**src/rtl/ctps_pkg.sv**
```systemverilog
// ----------------------------------------------------------------------------
// ctps_pkg
// Types, codes and helpers shared by the CAN transport sender modules.
// ----------------------------------------------------------------------------
package ctps_pkg;

    localparam int BUFFER_DEPTH_DEF = 2048;
    localparam int CFG_ADDR_W       = 3;

    localparam logic [15:0] TIMEOUT_RST = 16'd130;
    localparam logic [7:0]  BGAP_RST    = 8'd2;
    localparam logic [7:0]  FDST_RST    = 8'hFF;
    localparam logic [7:0]  FSRC_RST    = 8'hFE;

    localparam logic [2:0] CMD_LOAD  = 3'd0;
    localparam logic [2:0] CMD_START = 3'd1;
    localparam logic [2:0] CMD_CM    = 3'd2;
    localparam logic [2:0] CMD_TICK  = 3'd3;
    localparam logic [2:0] CMD_ABORT = 3'd4;

    localparam logic [3:0] MODE_IDLE   = 4'd0;
    localparam logic [3:0] MODE_OK     = 4'd1;
    localparam logic [3:0] MODE_RABORT = 4'd2;
    localparam logic [3:0] MODE_LABORT = 4'd3;
    localparam logic [3:0] MODE_CTS_TO = 4'd4;
    localparam logic [3:0] MODE_ACK_TO = 4'd5;
    localparam logic [3:0] MODE_SF     = 4'd6;
    localparam logic [3:0] MODE_WCTS   = 4'd7;
    localparam logic [3:0] MODE_WACK   = 4'd8;
    localparam logic [3:0] MODE_DT     = 4'd9;

    localparam logic [7:0] CTL_RTS   = 8'h10;
    localparam logic [7:0] CTL_CTS   = 8'h11;
    localparam logic [7:0] CTL_ACK   = 8'h13;
    localparam logic [7:0] CTL_BAM   = 8'h20;
    localparam logic [7:0] CTL_ABORT = 8'hFF;

    localparam logic [7:0] PF_CM     = 8'hEC;
    localparam logic [7:0] PF_DT     = 8'hEB;
    localparam logic [7:0] ADDR_GLOB = 8'hFF;
    localparam logic [2:0] PRIO_TP   = 3'd7;

    localparam logic [CFG_ADDR_W-1:0] REG_TIMEOUT = 3'd0;
    localparam logic [CFG_ADDR_W-1:0] REG_BGAP    = 3'd4;

    typedef struct packed {
        logic [2:0]  cmd;
        logic [10:0] data_index;
        logic [7:0]  data_value;
        logic [28:0] can_id;
        logic [10:0] msg_length;
        logic [7:0]  cm_control;
        logic [7:0]  cm_byte1;
        logic [7:0]  cm_byte2;
        logic        tx_idle;
    } t_in_item;

    typedef struct packed {
        logic        frame_valid;
        logic [28:0] frame_id;
        logic [63:0] frame_payload;
        logic [7:0]  send_delay;
        logic [3:0]  mode_now;
        logic        busy_flag;
    } t_out_item;

    typedef struct packed {
        logic       capture;
        logic       rd_en;
        logic [2:0] rd_idx;
        logic       commit;
    } t_ctl_cmd;

    typedef struct packed {
        logic need_read;
    } t_dp_status;

    // floor(x/7) for x below 2054, by reciprocal multiply
    function automatic logic [8:0] div7(input logic [11:0] x);
        logic [23:0] p;
        p = {12'd0, x} * 24'd2341;
        return p[22:14];
    endfunction

endpackage

```
**src/rtl/ctps_ctrl.sv**
```systemverilog
// ----------------------------------------------------------------------------
// ctps_ctrl
// Request sequencer: accept, buffer read burst, commit, result handoff.
// ----------------------------------------------------------------------------
module ctps_ctrl
    import ctps_pkg::*;
(
    input  logic       i_clk,
    input  logic       i_rst_n,
    input  logic       i_in_valid,
    input  logic       i_out_stall,
    input  t_dp_status i_status,
    output logic       o_in_stall,
    output logic       o_out_valid,
    output t_ctl_cmd   o_cmd
);
    typedef enum logic [2:0] {
        ST_IDLE,
        ST_EVAL,
        ST_READ,
        ST_COMMIT,
        ST_OUT
    } t_state;

    t_state     r_state;
    logic [3:0] r_cnt;
    logic       r_in_stall;
    logic       r_out_valid;

    always_comb begin
        o_cmd.capture = (r_state == ST_IDLE) && i_in_valid;
        o_cmd.rd_en   = (r_state == ST_READ) && !r_cnt[3];
        o_cmd.rd_idx  = r_cnt[2:0];
        o_cmd.commit  = (r_state == ST_COMMIT);
    end

    always_ff @(posedge i_clk) begin
        if (!i_rst_n) begin
            r_state <= ST_IDLE;
            r_cnt <= 4'd0;
            r_in_stall <= 1'b0;
            r_out_valid <= 1'b0;
        end else begin
            case (r_state)
                ST_IDLE: begin
                    if (i_in_valid) begin
                        r_state <= ST_EVAL;
                        r_in_stall <= 1'b1;
                    end
                end
                ST_EVAL: begin
                    r_cnt <= 4'd0;
                    r_state <= i_status.need_read ? ST_READ : ST_COMMIT;
                end
                ST_READ: begin
                    r_cnt <= r_cnt + 4'd1;
                    if (r_cnt == 4'd8) begin
                        r_state <= ST_COMMIT;
                    end
                end
                ST_COMMIT: begin
                    r_state <= ST_OUT;
                    r_out_valid <= 1'b1;
                end
                ST_OUT: begin
                    if (!i_out_stall) begin
                        r_state <= ST_IDLE;
                        r_out_valid <= 1'b0;
                        r_in_stall <= 1'b0;
                    end
                end
                default: begin
                    r_state <= ST_IDLE;
                end
            endcase
        end
    end

    assign o_in_stall  = r_in_stall;
    assign o_out_valid = r_out_valid;
endmodule

```
**config.mk**
```make
export PLATFORM = sky130hd
export DESIGN_NAME = ctps_ctrl
export DESIGN_NICKNAME = d
export VERILOG_FILES = /design/src/rtl/ctps_pkg.sv /design/src/rtl/ctps_ctrl.sv
export SDC_FILE = /design/constraint.sdc
export NUM_CORES = 1
export LEC_CHECK = 0
export BUFFER_PORTS_ARGS = -buffer_cell sky130_fd_sc_hd__buf_2
export CAP_MARGIN = 20
export CORE_AREA = 2 2 39 41
export CTS_BUF_LIST = sky130_fd_sc_hd__clkbuf_16
export DETAILED_ROUTE_END_ITERATION = 10
export DIE_AREA = 0 0 41 43
export GPL_TIMING_DRIVEN = 1
export HOLD_SLACK_MARGIN = 0.1
export PLACE_DENSITY = 0.64
export SYNTH_ARGS = -nofsm -noshare
export SYNTH_HDL_FRONTEND = slang
export SYNTH_SLANG_ARGS = --single-unit
```
**constraint.sdc**
```tcl
create_clock -name i_clk -period 1.73 [get_ports i_clk]
set_input_delay 0.173 -clock i_clk [delete_from_list [all_inputs] [get_ports i_clk]]
set_output_delay 0.173 -clock i_clk [all_outputs]
set_load 0.01 [all_outputs]
```
==> Word-level counts from Yosys, hierarchy flattened <==
Index checks and enable logic that the tools add are counted.
{ "totals": {"elab_cells": 33, "output_inout_bits": 8, "in_bits": 5, "reg_bits": 9} }
{ "classes": {"n_eq_ne": 8, "add_sub_neg": 1, "mux": 10, "n_reduce_logical": 10} }
{ "op_table": {"columns": ["op", "n"], "rows": [
  ["3-bit one-hot mux with 5 select lines", 1],
  ["3-bit 2-to-1 mux", 3],
  ["4-bit one-hot mux with 2 select lines", 1],
  ["3-bit by 2-bit == test with 1-bit output (second input constant)", 2],
  ["3-bit AND reduction", 2],
  ["2-bit nonzero test", 3],
  ["4-bit by 1-bit adder with 4-bit output (second input constant)", 1],
  ["4-bit == test (second input constant)", 1],
  ["2-bit inequality test (second input constant)", 2],
  ["1-bit one-hot mux with 2 select lines", 2],
  ["3-bit by 1-bit == test with 1-bit output (second input constant)", 1],
  ["3-bit == test (second input constant)", 1],
  ["3-bit logical NOT", 1],
  ["1-bit 2-to-1 mux", 3],
  ["1-bit logical AND", 2],
  ["2-bit by 1-bit inequality test with 1-bit output (second input constant)", 1],
  ["2-bit AND reduction", 1],
  ["1-bit logical NOT", 1]
]} }

==> Depth between registers and ports, before layout <==
{ "logic_depth": {"word_depth": 3, "mapped_depth": 5, "mapped_depth_nobuf": 5} }

==> Worst setup path before layout <==
OpenSTA, ideal clock, no wires.
{ "synth_timing": {"path_type": "reg2reg", "from": "register r_cnt[0]", "to": "register r_cnt[1]", "path_slack_ns": 0.591, "n_path_buf": 0, "stages_incl_launch_ff": 6, "arrival_ns": 1.024, "synth_period_minus_slack_ns": 1.139, "t_required_ns": 1.615, "cell_sequence": "dfxtp_1 -> inv_1 -> ha_1 -> nand3b_1 -> a21oi_1 -> o21a_1"} }
{ "synth_between": {"elab_chain_len": 2} }
{ "synth_rtl": {"columns": ["item", "line_no", "rtl"], "rows": [
  ["start: declaration", "ctps_ctrl.sv:26", "logic [3:0] r_cnt;"],
  ["start signal: assignment", "ctps_ctrl.sv:56", "r_cnt <= r_cnt + 4'd1;"],
  ["4-bit by 1-bit adder with 4-bit output", "ctps_ctrl.sv:56", null],
  ["4-bit one-hot mux with 2 select lines", "ctps_ctrl.sv:44", "case (r_state)"]
]} }
No other way between the ends.
A chain may end at the register's enable or synchronous reset.

==> results.yml <==
clock_network:
  clock_latency_ns: 0.24
  cts_buffer_depth: 2
  cts-root-buf: "clkbuf_16"
  cts_setup_buffers: 0
  cts_tree: "done"
  cts.htree.levels: 1
  hold_buffers: 0
  cts_inserted_buffers: 3
  clkSinkCount: 9
  cts.clk_slew.worst_paths_ns: 0.04
  cts-resized-gates: 0
floorplanning:
  die_y_um: 43
  num_rows: 14
  fp.dieW_um: 41
  die-area_um2: 1763
  initial_core_util_pct: 41.59
  core_area_um2: 1384
  ios: 13
timing:
  fmax_ghz: 0.6430
  worst_pin_slew_ns: 0.5742
  finalSetupViolations: 0
  slew_headroom_pct: 61.67
  fin_crit_ns: 1.555
  hold_viol: 0
  drv_slew: 0
  period_share_pct: 89.89
  setup_tns_ns: 0
  rsz0062_at_grt: "no"
  hold_ws_ns: 0.2190
  fin_skew_ns: 0.002060
logic_synthesis:
  synth_edf_count: 0
  synthTopCellsByArea: "dfxtp_1, buf_6, buf_4"
  yosys.area.top_type_share_pct: 31.30
  synth_flop_cell: "dfxtp_1"
  ys_ff_latch: 9
  yosysWarnings: 0
  synth.avg_cell_area_um2: 8.590
  syn_nets: 74
  netlist_area_um2: 575.6
  yosysTopAreaCell: "dfxtp_1"
  async_reset_ff_share_pct: 0
  synthCells: 67
  yosysUniqueCellTypes: 32
  yosysSeqAreaShare_pct: 31.30
global_route:
  grt_start_max_net_pins: 18
  gr-usage-all-layers_pct: 14.80
  grt_pass1_wl_um: 1690
  grt_pass1_vias: 382
  gr-total-overflow: 0
  antenna_found_initial: 0
worst_setup_path:
  cp_top_family: "flip-flops"
  crit_chain: "nor3_1, and2_1, buf_2"
  endpoint_kind: "output port"
  cp.depth: 3
  reg2reg_depth: 4
  criticalPathCategory: "reg2out"
  crit_required_ns: 1.56
  cp.buffers_inverters: 1
  worstPathArrival_ns: 1.38
  path_max_fanout: 17
  cpMaxStageDelayCell: "dfxtp_1"
  cp-start-kind: "flop"
  slowest_delay_ns: 0.68
placement:
  dpl_cell_area_um2: 594.3
  place_inst: 88
  place_congestion: 0.7232
  place_hpwl_um: 717.7
  port_buffers: 12
finish:
  final_core_util_pct: 48.64
  final_cell_mix: "buf_2, dfxtp_1, nor2_1, a21oi_1, o21ai_0"
  antenna_cells: 0
  stdcell_count: 92
  nets: 84
  drive_above_1_share_pct: 22.37
  n_fill_cell: 122
  final_common_cell: "buf_2"
  final_cell_area_um2: 673.1
  syn_to_final_growth_pct: 16.96
power:
  p_per_area_nw_per_um2: 1443
  leakage_nw: 0.2765
  ir_worst_vdd_mv: 0.5933
drt:
  wirelength_um: 1107
  wire_per_inst_um: 12.03
  dr.pass1.iters: 4
  drcViolationCount: 0
  num_vias: 496
  drt-vias-per-instance: 5.391
  ant_nets: 0
  drt_iter0_drc: 3
worst_hold_path:
  hold_class: "in2reg"
  worstHoldPathCells: 4
outcome:
  outcome: "finished clean"
flow_run:
  cap_violations: 0
==> cell usage after synthesis, types with 2 or more instances <==
master,count
nand2b_1,3
and2_1,2
ha_1,2
o21a_1,2
dfxtp_1,9
nor2_1,5
a21oi_1,5
inv_1,2
buf_4,4
o21ai_0,4
o31ai_1,2
nor2b_1,3
buf_6,3
nand3b_1,2
or3b_1,2
==> sequential cells by signal, summed over array words and instances (netlist names) <==
name / count
o_in_stall: 1
r_state: 3
r_cnt: 4
o_out_valid: 1
==> cell families (layout without fill, tap and decap cells) <==
kind of cell,Yosys count,in the layout,synth area share (%)
DFF,9,9,31.30
AOI/OAI and AO/OA,22,22,25.00
and+or+nand+nor,23,23,24.57
buffers and inverters,10,19,13.26
adders and majority gates,2,2,4.347
xor gates and xnor gates,1,1,1.522
==> final cells by class <==
| type | count | area, um^2 | share of cell area, % |
|---|---|---|---|
| multi-input cells | 48 | 319.1 | 47.40 |
| flip-flops and latches | 9 | 180.2 | 26.77 |
| clock buffers | 3 | 75.07 | 11.15 |
| repair buffers | 13 | 67.56 | 10.04 |
| well taps | 16 | 20.02 | 2.974 |
| inverters | 2 | 7.507 | 1.115 |
| clock inverters | 1 | 3.754 | 0.5576 |
==> final timing paths <==
path / from / to / slack [ns]
max: r_state[0] / o_cmd[4] / 0.17
min: i_status / r_state[0] / 0.22
max reg2reg: r_state[1] / o_out_valid / 0.37
min reg2reg: o_in_stall / o_in_stall / 0.49
==> worst min-delay path, stage by stage <==
cell      delay, ns
buf_2          0.09
o21ai_2        0.04
o31ai_1        0.05
a211oi_1       0.05
==> report_power, final <==
part           switching, mW  leakage [nW]  total (mW)  internal [mW]
clock network          0.111        0.0423       0.414          0.303
registers             0.0858        0.0734       0.328          0.242
logic                  0.106         0.161       0.230          0.123
==> routing by layer <==
metal | track usage (%) | wire length, um
met4 | 12.00 | 22
met3 | 4.712 | 45
met1 | 19.81 | 540
met5 | 0 | 0
met2 | 18.44 | 500
==> metrics by stage <==
step                      total power [mW]  setup slack [ns]
after floorplan                     0.5421            0.5911
after global placement              0.5532            0.4224
after detailed placement            0.5564            0.3885
after CTS                           0.9733            0.1874
after global routing                 1.017            0.1111
final                               0.9710            0.1748
Power figures use the tool's default switching activity.
